### config.mk
export PLATFORM = sky130hd
export DESIGN_NAME = ranging_angle_frame_parser_unit
export DESIGN_NICKNAME = d
export VERILOG_FILES = /design/src/rtl/rafp_pkg.sv /design/src/rtl/rafp_frame.sv /design/src/rtl/rafp_age.sv /design/src/rtl/rafp_result_queue.sv /design/src/rtl/ranging_angle_frame_parser_unit.sv
export SDC_FILE = /design/constraint.sdc
export NUM_CORES = 1
export LEC_CHECK = 0
export BUFFER_PORTS_ARGS = -buffer_cell sky130_fd_sc_hd__clkbuf_2
export CELL_PAD_IN_SITES_DETAIL_PLACEMENT = 0
export CELL_PAD_IN_SITES_GLOBAL_PLACEMENT = 1
export CORE_MARGIN = 3
export CORE_UTILIZATION = 50
export DETAILED_ROUTE_END_ITERATION = 7
export GPL_ROUTABILITY_DRIVEN = 0
export PLACE_DENSITY = 0.81
export SLEW_MARGIN = 20
export SYNTH_ARGS = -nofsm -noshare
export SYNTH_HDL_FRONTEND = slang
export SYNTH_SLANG_ARGS = --single-unit
### constraint.sdc
create_clock -name clock -period 14.25 [get_ports clock]
set_input_delay 2.85 -clock clock [delete_from_list [all_inputs] [get_ports clock]]
set_output_delay 2.85 -clock clock [all_outputs]
set_load 0.1 [all_outputs]
### src/rtl/rafp_pkg.sv
// shared types and constants for the ranging/angle frame parser
// no dependencies; imported by every module of the block
`default_nettype none

package rafp_pkg;

   // sizes
   localparam int NUM_NODES  = 3;
   localparam int AGE_BITS   = 16;
   localparam int NUM_SLOTS  = 3;
   localparam int REC_BASE   = 21;
   localparam int REC_DEPTH  = 31;
   localparam int REC_STRIDE = 11;
   localparam int CMP_BITS   = (AGE_BITS > 16) ? AGE_BITS : 16;

   // header and length bytes
   localparam logic [7:0] SYNC_FIRST  = 8'h55;
   localparam logic [7:0] SYNC_SECOND = 8'h07;
   localparam logic [7:0] LEN_SHORT   = 8'h21;
   localparam logic [7:0] LEN_MID     = 8'h2C;
   localparam logic [7:0] LEN_LONG    = 8'h37;

   // minimum frame length for each record slot
   localparam logic [7:0] SLOT_MIN_LEN [NUM_SLOTS] = '{LEN_SHORT, LEN_MID, LEN_LONG};

   // header positions
   localparam logic [5:0] POS_HUNT   = 6'd0;
   localparam logic [5:0] POS_SYNC   = 6'd1;
   localparam logic [5:0] POS_LEN_LO = 6'd2;
   localparam logic [5:0] POS_LEN_HI = 6'd3;

   localparam logic [15:0] TIMEOUT_RESET = 16'd200;

   typedef enum logic {
      OP_BYTE = 1'b0,
      OP_TICK = 1'b1
   } op_type;

   typedef enum logic {
      KIND_MEAS    = 1'b0,
      KIND_TIMEOUT = 1'b1
   } kind_type;

   typedef struct packed {
      logic       opcode;
      logic [7:0] data_byte;
   } req_type;

   typedef struct packed {
      logic               kind;
      logic [1:0]         node_id;
      logic [7:0]         role;
      logic signed [23:0] distance_mm;
      logic signed [15:0] angle_centideg;
      logic [7:0]         first_path_rssi;
      logic [7:0]         receive_rssi;
      logic               last;
   } rsp_type;

   typedef struct packed {
      logic [1:0]         node_id;
      logic [7:0]         role;
      logic signed [23:0] distance_mm;
      logic signed [15:0] angle_centideg;
      logic [7:0]         first_path_rssi;
      logic [7:0]         receive_rssi;
   } rec_type;

   // records of a frame that just passed its checksum
   typedef struct packed {
      logic [NUM_SLOTS-1:0]    hit;
      rec_type [NUM_SLOTS-1:0] rec;
   } meas_type;

endpackage

`default_nettype wire

### src/rtl/rafp_frame.sv
// header hunt, length check, running byte sum and record byte store
// depends on rafp_pkg
`default_nettype none

module rafp_frame
   import rafp_pkg::*;
(
   input  wire logic       clock,
   input  wire logic       reset,
   input  wire logic       byte_valid,
   input  wire logic [7:0] data_byte,
   output meas_type        meas
);

   logic [5:0] pos_ff, pos_in;
   logic [5:0] len_ff, len_in;
   logic [7:0] sum_ff, sum_in;
   logic [7:0] rec_ff [REC_DEPTH];
   logic       store;
   logic [4:0] wr_idx;
   logic       frame_ok;

   always_ff @(posedge clock) begin
      if (reset) begin
         pos_ff <= POS_HUNT;
         len_ff <= '0;
         sum_ff <= '0;
      end else begin
         pos_ff <= pos_in;
         len_ff <= len_in;
         sum_ff <= sum_in;
      end
   end

   always_ff @(posedge clock) begin
      if (store) begin
         rec_ff[wr_idx] <= data_byte;
      end
   end

   always_comb begin
      logic restart;
      logic advance;
      restart  = 1'b0;
      advance  = 1'b0;
      store    = 1'b0;
      frame_ok = 1'b0;
      pos_in   = pos_ff;
      len_in   = len_ff;
      sum_in   = sum_ff;
      wr_idx   = 5'(pos_ff - 6'(REC_BASE));
      if (byte_valid) begin
         if (pos_ff == POS_HUNT) begin
            restart = 1'b1;
         end else if (pos_ff == POS_SYNC) begin
            if (data_byte != SYNC_SECOND) restart = 1'b1;
            else advance = 1'b1;
         end else if (pos_ff == POS_LEN_LO) begin
            if (data_byte != LEN_SHORT && data_byte != LEN_MID && data_byte != LEN_LONG) begin
               restart = 1'b1;
            end else begin
               len_in  = data_byte[5:0];
               advance = 1'b1;
            end
         end else if (pos_ff == POS_LEN_HI) begin
            if (data_byte != 8'd0) restart = 1'b1;
            else advance = 1'b1;
         end else if ({1'b0, pos_ff} + 7'd1 >= {1'b0, len_ff}) begin
            // checksum byte closes the frame either way
            pos_in   = POS_HUNT;
            len_in   = '0;
            sum_in   = '0;
            frame_ok = (sum_ff == data_byte);
         end else begin
            store   = (pos_ff >= 6'(REC_BASE)) && (pos_ff < 6'(REC_BASE + REC_DEPTH));
            advance = 1'b1;
         end

         if (restart) begin
            len_in = '0;
            if (data_byte == SYNC_FIRST) begin
               pos_in = POS_SYNC;
               sum_in = SYNC_FIRST;
            end else begin
               pos_in = POS_HUNT;
               sum_in = '0;
            end
         end
         if (advance) begin
            sum_in = sum_ff + data_byte;
            pos_in = pos_ff + 6'd1;
         end
      end
   end

   // record fields at fixed offsets of the store
   always_comb begin
      logic [7:0] id;
      logic       id_ok;
      for (int s = 0; s < NUM_SLOTS; s++) begin
         id = rec_ff[s*REC_STRIDE + 1];
         if (s == 0) id_ok = (id == 8'd0);
         else id_ok = (id == 8'd1 || id == 8'd2);
         meas.hit[s] = frame_ok && id_ok && (id < 8'(NUM_NODES))
                       && ({2'b00, len_ff} >= SLOT_MIN_LEN[s]);
         meas.rec[s].node_id         = id[1:0];
         meas.rec[s].role            = rec_ff[s*REC_STRIDE];
         meas.rec[s].distance_mm     = {rec_ff[s*REC_STRIDE + 4], rec_ff[s*REC_STRIDE + 3],
                                        rec_ff[s*REC_STRIDE + 2]};
         meas.rec[s].angle_centideg  = {rec_ff[s*REC_STRIDE + 6], rec_ff[s*REC_STRIDE + 5]};
         meas.rec[s].first_path_rssi = rec_ff[s*REC_STRIDE + 7];
         meas.rec[s].receive_rssi    = rec_ff[s*REC_STRIDE + 8];
      end
   end

endmodule

`default_nettype wire

### src/rtl/rafp_age.sv
// per-node age counters, saturating, with timeout compare on each tick
// depends on rafp_pkg
`default_nettype none

module rafp_age
   import rafp_pkg::*;
(
   input  wire logic                 clock,
   input  wire logic                 reset,
   input  wire logic                 tick,
   input  wire logic [NUM_NODES-1:0] clear,
   input  wire logic [15:0]          timeout_ticks,
   output logic [NUM_SLOTS-1:0]      timed_out
);

   logic [AGE_BITS-1:0] age_ff [NUM_NODES];
   logic [AGE_BITS-1:0] age_in [NUM_NODES];

   always_ff @(posedge clock) begin
      if (reset) begin
         for (int n = 0; n < NUM_NODES; n++) age_ff[n] <= '1;
      end else begin
         for (int n = 0; n < NUM_NODES; n++) age_ff[n] <= age_in[n];
      end
   end

   always_comb begin
      logic [AGE_BITS-1:0] aged;
      timed_out = '0;
      for (int n = 0; n < NUM_NODES; n++) begin
         aged      = (age_ff[n] == '1) ? age_ff[n] : age_ff[n] + 1'b1;
         age_in[n] = age_ff[n];
         if (clear[n]) begin
            age_in[n] = '0;
         end else if (tick) begin
            age_in[n]    = aged;
            timed_out[n] = CMP_BITS'(aged) > CMP_BITS'(timeout_ticks);
         end
      end
   end

endmodule

`default_nettype wire

### src/rtl/rafp_result_queue.sv
// result register: holds the up to three results of one item and hands them out one per beat
// depends on rafp_pkg
`default_nettype none

module rafp_result_queue
   import rafp_pkg::*;
(
   input  wire logic                 clock,
   input  wire logic                 reset,
   input  wire logic                 load,
   input  wire logic                 load_tick,
   input  wire meas_type             meas,
   input  wire logic [NUM_SLOTS-1:0] timed_out,
   output logic                      can_load,
   output logic                      rsp_valid,
   input  wire logic                 rsp_ready,
   output rsp_type                   rsp_data
);

   rsp_type              slot_ff [NUM_SLOTS];
   logic [NUM_SLOTS-1:0] pend_ff, pend_in;
   logic [NUM_SLOTS-1:0] cur;
   logic [NUM_SLOTS-1:0] rest;
   logic [NUM_SLOTS-1:0] pend_after;

   always_ff @(posedge clock) begin
      if (reset) begin
         pend_ff <= '0;
      end else begin
         pend_ff <= pend_in;
      end
   end

   always_ff @(posedge clock) begin
      if (load) begin
         for (int s = 0; s < NUM_SLOTS; s++) begin
            if (load_tick) begin
               slot_ff[s] <= '{kind: KIND_TIMEOUT, node_id: 2'(s), default: '0};
            end else begin
               slot_ff[s].kind            <= KIND_MEAS;
               slot_ff[s].node_id         <= meas.rec[s].node_id;
               slot_ff[s].role            <= meas.rec[s].role;
               slot_ff[s].distance_mm     <= meas.rec[s].distance_mm;
               slot_ff[s].angle_centideg  <= meas.rec[s].angle_centideg;
               slot_ff[s].first_path_rssi <= meas.rec[s].first_path_rssi;
               slot_ff[s].receive_rssi    <= meas.rec[s].receive_rssi;
               slot_ff[s].last            <= 1'b0;
            end
         end
      end
   end

   always_comb begin
      // lowest pending slot goes out first
      cur        = pend_ff & (~pend_ff + 1'b1);
      rest       = pend_ff & ~cur;
      rsp_valid  = (pend_ff != '0);
      pend_after = (rsp_valid && rsp_ready) ? rest : pend_ff;
      can_load   = (pend_after == '0);
      pend_in    = pend_after;
      if (load) begin
         pend_in = load_tick ? timed_out : meas.hit;
      end
      rsp_data = '0;
      for (int s = 0; s < NUM_SLOTS; s++) begin
         if (cur[s]) rsp_data = slot_ff[s];
      end
      rsp_data.last = (rest == '0);
   end

endmodule

`default_nettype wire

### src/rtl/ranging_angle_frame_parser_unit.sv
// top level of the ranging/angle frame parser
// depends on rafp_pkg, rafp_frame, rafp_age, rafp_result_queue
//
//   channel | ports                           | dir | carries
//   --------+---------------------------------+-----+-------------------------------
//   request | req_valid req_ready req_data    | in  | serial byte or time tick
//   result  | rsp_valid rsp_ready rsp_data    | out | measurement or timeout result
//   csr     | csr_valid csr_ready csr_wdata   | in  | timeout_ticks (16 bit)
//
// one request beat per cycle when req_ready is high; results are registered next cycle
// an item yields zero to three result beats, one per cycle while rsp_ready is high;
// a new request is taken in the cycle the last waiting result leaves, so the request
// side waits while an item's results are pending, also in every cycle rsp_ready is low
// synchronous reset: header hunt, all node ages saturated, timeout_ticks = 200
// csr writes are always taken
`default_nettype none

module ranging_angle_frame_parser_unit
   import rafp_pkg::*;
(
   input  wire logic        clock,
   input  wire logic        reset,
   input  wire logic        req_valid,
   output logic             req_ready,
   input  wire req_type     req_data,
   output logic             rsp_valid,
   input  wire logic        rsp_ready,
   output rsp_type          rsp_data,
   input  wire logic        csr_valid,
   output logic             csr_ready,
   input  wire logic [15:0] csr_wdata
);

   logic [15:0]          timeout_ff;
   logic                 accept;
   logic                 is_tick;
   meas_type             meas;
   logic [NUM_SLOTS-1:0] timed_out;
   logic [NUM_NODES-1:0] clear;

   assign csr_ready = 1'b1;

   always_ff @(posedge clock) begin
      if (reset) begin
         timeout_ff <= TIMEOUT_RESET;
      end else if (csr_valid && csr_ready) begin
         timeout_ff <= csr_wdata;
      end
   end

   assign accept  = req_valid && req_ready;
   assign is_tick = (req_data.opcode == OP_TICK);

   // a checked record restarts its node's age
   always_comb begin
      clear = '0;
      for (int n = 0; n < NUM_NODES; n++) begin
         for (int s = 0; s < NUM_SLOTS; s++) begin
            if (meas.hit[s] && meas.rec[s].node_id == 2'(n)) clear[n] = 1'b1;
         end
      end
   end

   rafp_frame u_frame (
      .clock      (clock),
      .reset      (reset),
      .byte_valid (accept && !is_tick),
      .data_byte  (req_data.data_byte),
      .meas       (meas)
   );

   rafp_age u_age (
      .clock         (clock),
      .reset         (reset),
      .tick          (accept && is_tick),
      .clear         (clear),
      .timeout_ticks (timeout_ff),
      .timed_out     (timed_out)
   );

   rafp_result_queue u_queue (
      .clock     (clock),
      .reset     (reset),
      .load      (accept),
      .load_tick (is_tick),
      .meas      (meas),
      .timed_out (timed_out),
      .can_load  (req_ready),
      .rsp_valid (rsp_valid),
      .rsp_ready (rsp_ready),
      .rsp_data  (rsp_data)
   );

endmodule

`default_nettype wire

; Word-level counts from Yosys, hierarchy flattened
; Memory sizes are Yosys's and may differ from the RTL's.
; Cells that the tools add are included.
[totals]
regBits = 39
ramBits = 497
out_inout_bits = 71
memories = 3
[op_classes]
add_sub_neg = 8
magnitude_cmp = 12
eq_ne = 30
n_mux = 115
bitwise_logic = 28
reduce_logical = 41
[memory_table]
columns = memory, depth, width, read_ports, rd_ports_with_merged_regs, write_ports, line
row1 = u_frame.rec_ff, 31, 8, 27, 0, 1, rafp_frame.sv:18  ; logic [7:0] rec_ff [REC_DEPTH];
row2 = u_queue.slot_ff, 3, 67, 3, 0, 3, rafp_result_queue.sv:20  ; rsp_type slot_ff [NUM_SLOTS];
row3 = u_age.age_ff, 3, 16, 3, 0, 3, rafp_age.sv:16  ; logic [AGE_BITS-1:0] age_ff [NUM_NODES];
[op_table]
columns = operator, count
row1 = $mux W16, 15
row2 = $mux W68, 3
row3 = $mux W8, 16
row4 = $mux W24, 3
row5 = $mux W6, 12
row6 = $mux W1, 59
row7 = $add A16 B1 Y16 const B, 3
row8 = $eq A16 B16 Y1 const B, 3
row9 = $gt A16 B16 Y1, 3
row10 = $logic_and A1 B1 Y1, 25
row11 = $lt A8 B2 Y1 const B, 3
row12 = $ne A8 B6 Y1 const B, 3
row13 = $or A1 B1 Y1, 24
row14 = $ge A6 B6 Y1 const B, 3
row15 = $eq A8 B1 Y1 const B, 2
row16 = $eq A8 B2 Y1 const B, 2
row17 = $ne A3 B3 Y1 const B, 5
row18 = $eq A6 B2 Y1 const B, 2
row19 = $reduce_and A6 Y1, 2
row20 = $mux W3, 3
row21 = $reduce_bool A3 Y1, 3
row22 = $add A8 B8 Y8, 1
row23 = $eq A8 B7 Y1 const B, 1
row24 = $eq A8 B8 Y1, 1
row25 = 24 further kinds, 37

; Depth between registers and ports, before layout
[depth]
word_depth = 20
mapped_depth = 15

; Cells and area by module
; A second synthesis with hierarchy kept.
[unflattened]
hier_cells = 1869
hier_area_um2 = 23079.6
[by_module_without_submodules]
columns = mod, n_inst, cells_each, area_per_inst_um2, seq_area_each_um2
row1 = rafp_result_queue, 1, 749, 9326.4, 6055.8
row2 = rafp_frame, 1, 505, 8673.3, 6886.6
row3 = rafp_age, 1, 546, 4381.7, 960.9
row4 = ranging_angle_frame_parser_unit, 1, 69, 698.2, 320.3

; Worst setup path before layout
; Ideal clock, no wire load.
[synth_timing]
kind = input-to-reg
start = in req_valid
end = mem u_queue.slot_ff[2][56] in the netlist's numbering (data pin)
arrival_ps = 9675
setup_slack_ps = 4402
cell_stages = 6
path_buffers = 1
path_cell_list = inv_1 a2111oi_1 nor2_1 inv_1 clkbuf_1 and3_1
[synth_lines]
columns = element, line
row1 = "start, declared", ranging_angle_frame_parser_unit.sv:23  ; input wire logic req_valid,
row2 = "end, declared", rafp_result_queue.sv:20

; Worst setup path in the final report
[layout_timing]
start = in rsp_ready
end = out req_ready
[layout_between]
elab_chain_cells = 3
[layout_lines]
columns = element, line
row1 = "start, declared", ranging_angle_frame_parser_unit.sv:27  ; input wire logic rsp_ready,
row2 = $logic_and A1 B1 Y1, rafp_result_queue.sv:58  ; pend_after = (rsp_valid && rsp_ready) ? rest : pend_ff;
row3 = $mux W3, rafp_result_queue.sv:58
row4 = $logic_not A3 Y1, rafp_result_queue.sv:59  ; can_load = (pend_after == '0);
row5 = "end, declared", ranging_angle_frame_parser_unit.sv:24  ; output logic req_ready,
; No other way between the ends.

==> summary by stage <==
Synth
The synthesized design contains 503 register bits. Synthesis instantiated 78 different standard cells from the library. The number of enable flip-flop cells after synthesis is between 400 and 500. The primary flip-flop cell chosen by synthesis mapping is sky130_fd_sc_hd__edfxtp_1.

The share of the Yosys chip area taken by registers is 0.643. In this run the cell area of the synthesized design comes to 22100 um2. Averaged over all synthesized cells, the footprint is 11.9 um2. The post-synthesis net count is a little under 2000. The number of instances in the synthesized netlist is 1856. The count of yosys warnings during synthesis is 0. For this run, asynchronously set or reset flops after synthesis account for 0.

Floorplanning
In this run the horizontal extent of the chip is around 220 um. The die is 216 um tall. The effective utilization at floorplan is 0.510. The total number of placement rows is 76. The die covers 46800 um2.

After floorplanning, the core was sized to cover between 40000 and 50000 um2. During I/O placement, the number of pins put on the boundary was 101.

GRT
In the global route stage, overall resource usage came out at 0.204. The first global-routing pass estimated 75700 um of wire. The number of antenna violations at the first check in global routing is 0.

The via count of the first global-routing pass was 13800. Entering global routing, the biggest net connects 187 pins. The residual overflow from global routing is 0.

Clock tree
The clock buffer count from CTS is 50. CTS built an H-tree with a depth of 2. The number of buffers between clock root and the deepest sink is 3. After clock tree synthesis, the repair step resized 0 gates.

CTS placed an instance of sky130_fd_sc_hd__clkbuf_16 at the clock tree root. After clock tree synthesis, the clock-pin slew on the worst setup and hold paths is about 0.060 ns. In this run, post-CTS hold repair placed 0 buffers. The number of setup buffers added after CTS is 0.

The clock tree from TritonCTS is done. The clock drives a little over 500 sinks. The clock network latency to the later pin of the worst-skew pair is a little over 0.6 ns.

Final layout
The post-synthesis to final-layout area growth is 12.0%. The diode insertion count for antenna repair is 0. In the final layout, the share of cells above drive strength 1 is 0.115. The final core utilization is 0.571. The commonest non-fill, non-tap cell in the layout is sky130_fd_sc_hd__edfxtp_1. The top cell types in the final layout, fill and taps aside, are sky130_fd_sc_hd__edfxtp_1 (415), sky130_fd_sc_hd__and3_1 (205), sky130_fd_sc_hd__nand2_1 (193). The final instance area is about 25000 um2. For this run, the post-layout net count is about 2000.

Setup path
The worst register-to-register path begins at u_queue.pend_ff[2]. The setup path with the least slack is of type in -> out. The critical path launch point type is an input port.

The endpoint identified for the worst register-to-register timing path is u_queue.slot_ff[1][34]. In this run the worst path has a maximum fanout of 5. The worst endpoint required time is between 10 and 15 ns. For the worst flop-to-flop path, the logic depth is 7. Data arrives at the worst endpoint at roughly 4 ns. STA classifies the critical path endpoint as a primary output. For flop-to-flop paths, the worst setup slack is 9.71 ns.

Drt
The starting DRC count in detailed routing is 1170. The pre-antenna-repair detailed-routing pass consisted of 5 iterations. The via count normalized by instance count is 5.72. The total routed wirelength is approximately 48000 um. The remaining design rule violation count is 0. After detailed routing, the average wire length per cell comes to approximately 19 um.

The number of vias after detailed routing is 14500. The remaining antenna violation count after routing is 0.

Timing
The transition at the pin with the smallest max-transition slack is approximately 1.1 ns. Setup repair after global routing left no endpoint under its margin. The worst setup skew after layout is 0.0218 ns. The final setup violation count is 0. The post-route worst setup slack is roughly 7.4 ns. The headroom to the max-slew limit is 0.254. The achievable clock frequency is 146 MHz.

The part of the cycle the worst path needs is 0.479. In the final timing run, aggregate negative setup slack is 0 ns. The final-report max-slew violation count was 0. The final-report hold violation count is 0. The smallest clock period supported by the final layout is computed as 6.83 ns.

Run
The number of violations of the max-capacitance limit is 0.

Placed design
The HPWL reported at the end of detailed placement is 29000 um. After detailed placement, the total cell area comes to roughly 23000 um2. The worst slack after detailed placement is roughly 7.4 ns. Buffers placed on the I/O ports in this run total just under 100.

Worst hold path
The worst hold path endpoint is u_queue.slot_ff[2][66]. The path category of the worst min-delay check is reg -> reg. The startpoint of the worst hold path is u_queue.slot_ff[2][66]. The number of cells on the worst hold path is 2.

Power
The proportion of power drawn by the clock network is 0.336. The power per cell area is about 160 nW/um2. Of the total power, the share spent switching nets is 0.315.

VDD sags by at most a little over 0.00009 V. The static leakage power is 0.00959 uW. The share of total power dissipated in combinational logic is 0.211. The design internal power is around 2700 uW.

The part of the total power dissipated in sequential elements is 0.452. The switching power summed over all nets is 1250 uW.

Status
The flow ran to the end, and the final reports show no timing, DRC or antenna violations.
==> synthesized netlist by cell type (all sizes together), types with 5 or more instances <==
library cell  number  area, um2
mux2i             18        180
nor4               7       65.1
ha                70        876
xnor2             31        272
nand2b             8       50.1
o211ai            15        113
a21o              15        113
edfxtp           415      12500
nand4             26        163
nor2             161        617
a21oi            107        536
o21a               5       37.5
a221o             23        230
buf               17       81.3
a22o               5       43.8
a31oi             14        109
nand3             52        260
and2              10       62.6
inv               42        158
a211o              5       43.8
nand2            193        724
a32oi              5       43.8
o21ai            100        500
clkbuf            98        368
nor2b              9       56.3
o311ai            11       96.4
a22oi              6       45.0
or3               10       67.6
and3             205       1280
nor3              18        106
dfxtp             88       1760
xor2              14        123
==> area by class of cell <==
class                      count  area, um2
inverter                      42        166
sequential                   503      14200
fill                        3586      18600
tap                          585        732
multi-input combinational   1196       7310
clock inverter                33        358
clock buffer                  60       1330
timing repair buffer         119        646
==> power by group through the flow <==
stage | clock network, uW | logic (uW) | registers [uW]
floorplan | 0 | 684 | 1820
detailed placement | 0 | 841 | 1830
global placement | 0 | 822 | 1820
global route | 1420 | 920 | 1810
finish | 1340 | 840 | 1800
CTS | 1360 | 844 | 1800
==> layer usage <==
| metal | track usage | vias to the layer above | part of all wire |
|---|---|---|---|
| li1 | - | 7006 | - |
| met2 | 0.339 | 345 | 0.49 |
| met1 | 0.279 | 7072 | 0.44 |
| met4 | 0.0654 | 0 | 0.025 |
| met5 | 0 | - | 0 |
| met3 | 0.0303 | 84 | 0.048 |
==> registers in the layout, summed over array words and instances (netlist names) <==
register and count:
timeout_ff 16, u_frame.rec_ff 216, u_age.age_ff 48, u_frame.pos_ff 6, u_frame.len_ff 6, u_queue.slot_ff 200
u_queue.pend_ff 3, u_frame.sum_ff 8
==> stage by stage <==
| step | hold slack (ns) | std cells | power [uW] |
|---|---|---|---|
| 2_1_floorplan | 0.423 | 1856 | 2500 |
| 3_3_place_gp | 0.430 | 2445 | 2650 |
| 3_5_place_dp | 0.433 | 2445 | 2670 |
| 4_1_cts | 0.443 | 2538 | 4000 |
| 5_1_grt | 0.457 | 2538 | 4150 |
| 6_report | 0.439 | 2538 | 3970 |
==> critical path: stages <==
cell and delay [ns]:
sky130_fd_sc_hd__clkbuf_2 0.11, sky130_fd_sc_hd__inv_2 0.06, sky130_fd_sc_hd__maj3_1 0.33, sky130_fd_sc_hd__o21ai_0 0.15, sky130_fd_sc_hd__clkbuf_2 0.48
==> cells by family after synthesis <==
kind of cell | after synthesis | synth area share
flip-flops | 503 | 0.643
buffers and inverters | 157 | 0.0274
multiplexers | 21 | 0.00967
AND/OR/NAND/NOR | 718 | 0.163
AO/OA/AOI/OAI | 339 | 0.0981
adder cells (fa/ha/maj) | 72 | 0.0409
other | 1 | 0.000169
XOR/XNOR | 45 | 0.0178
==> worst max-delay path by stage <==
stage | start | end | cells after the start
after global placement | rsp_ready | req_ready | 5
final | rsp_ready | req_ready | 5
after floorplan | req_valid | u_queue.slot_ff[2][56] | 6
after detailed placement | rsp_ready | req_ready | 5
after global routing | rsp_ready | req_ready | 5
after CTS | rsp_ready | req_ready | 5
(Power assumes the default switching activity.)
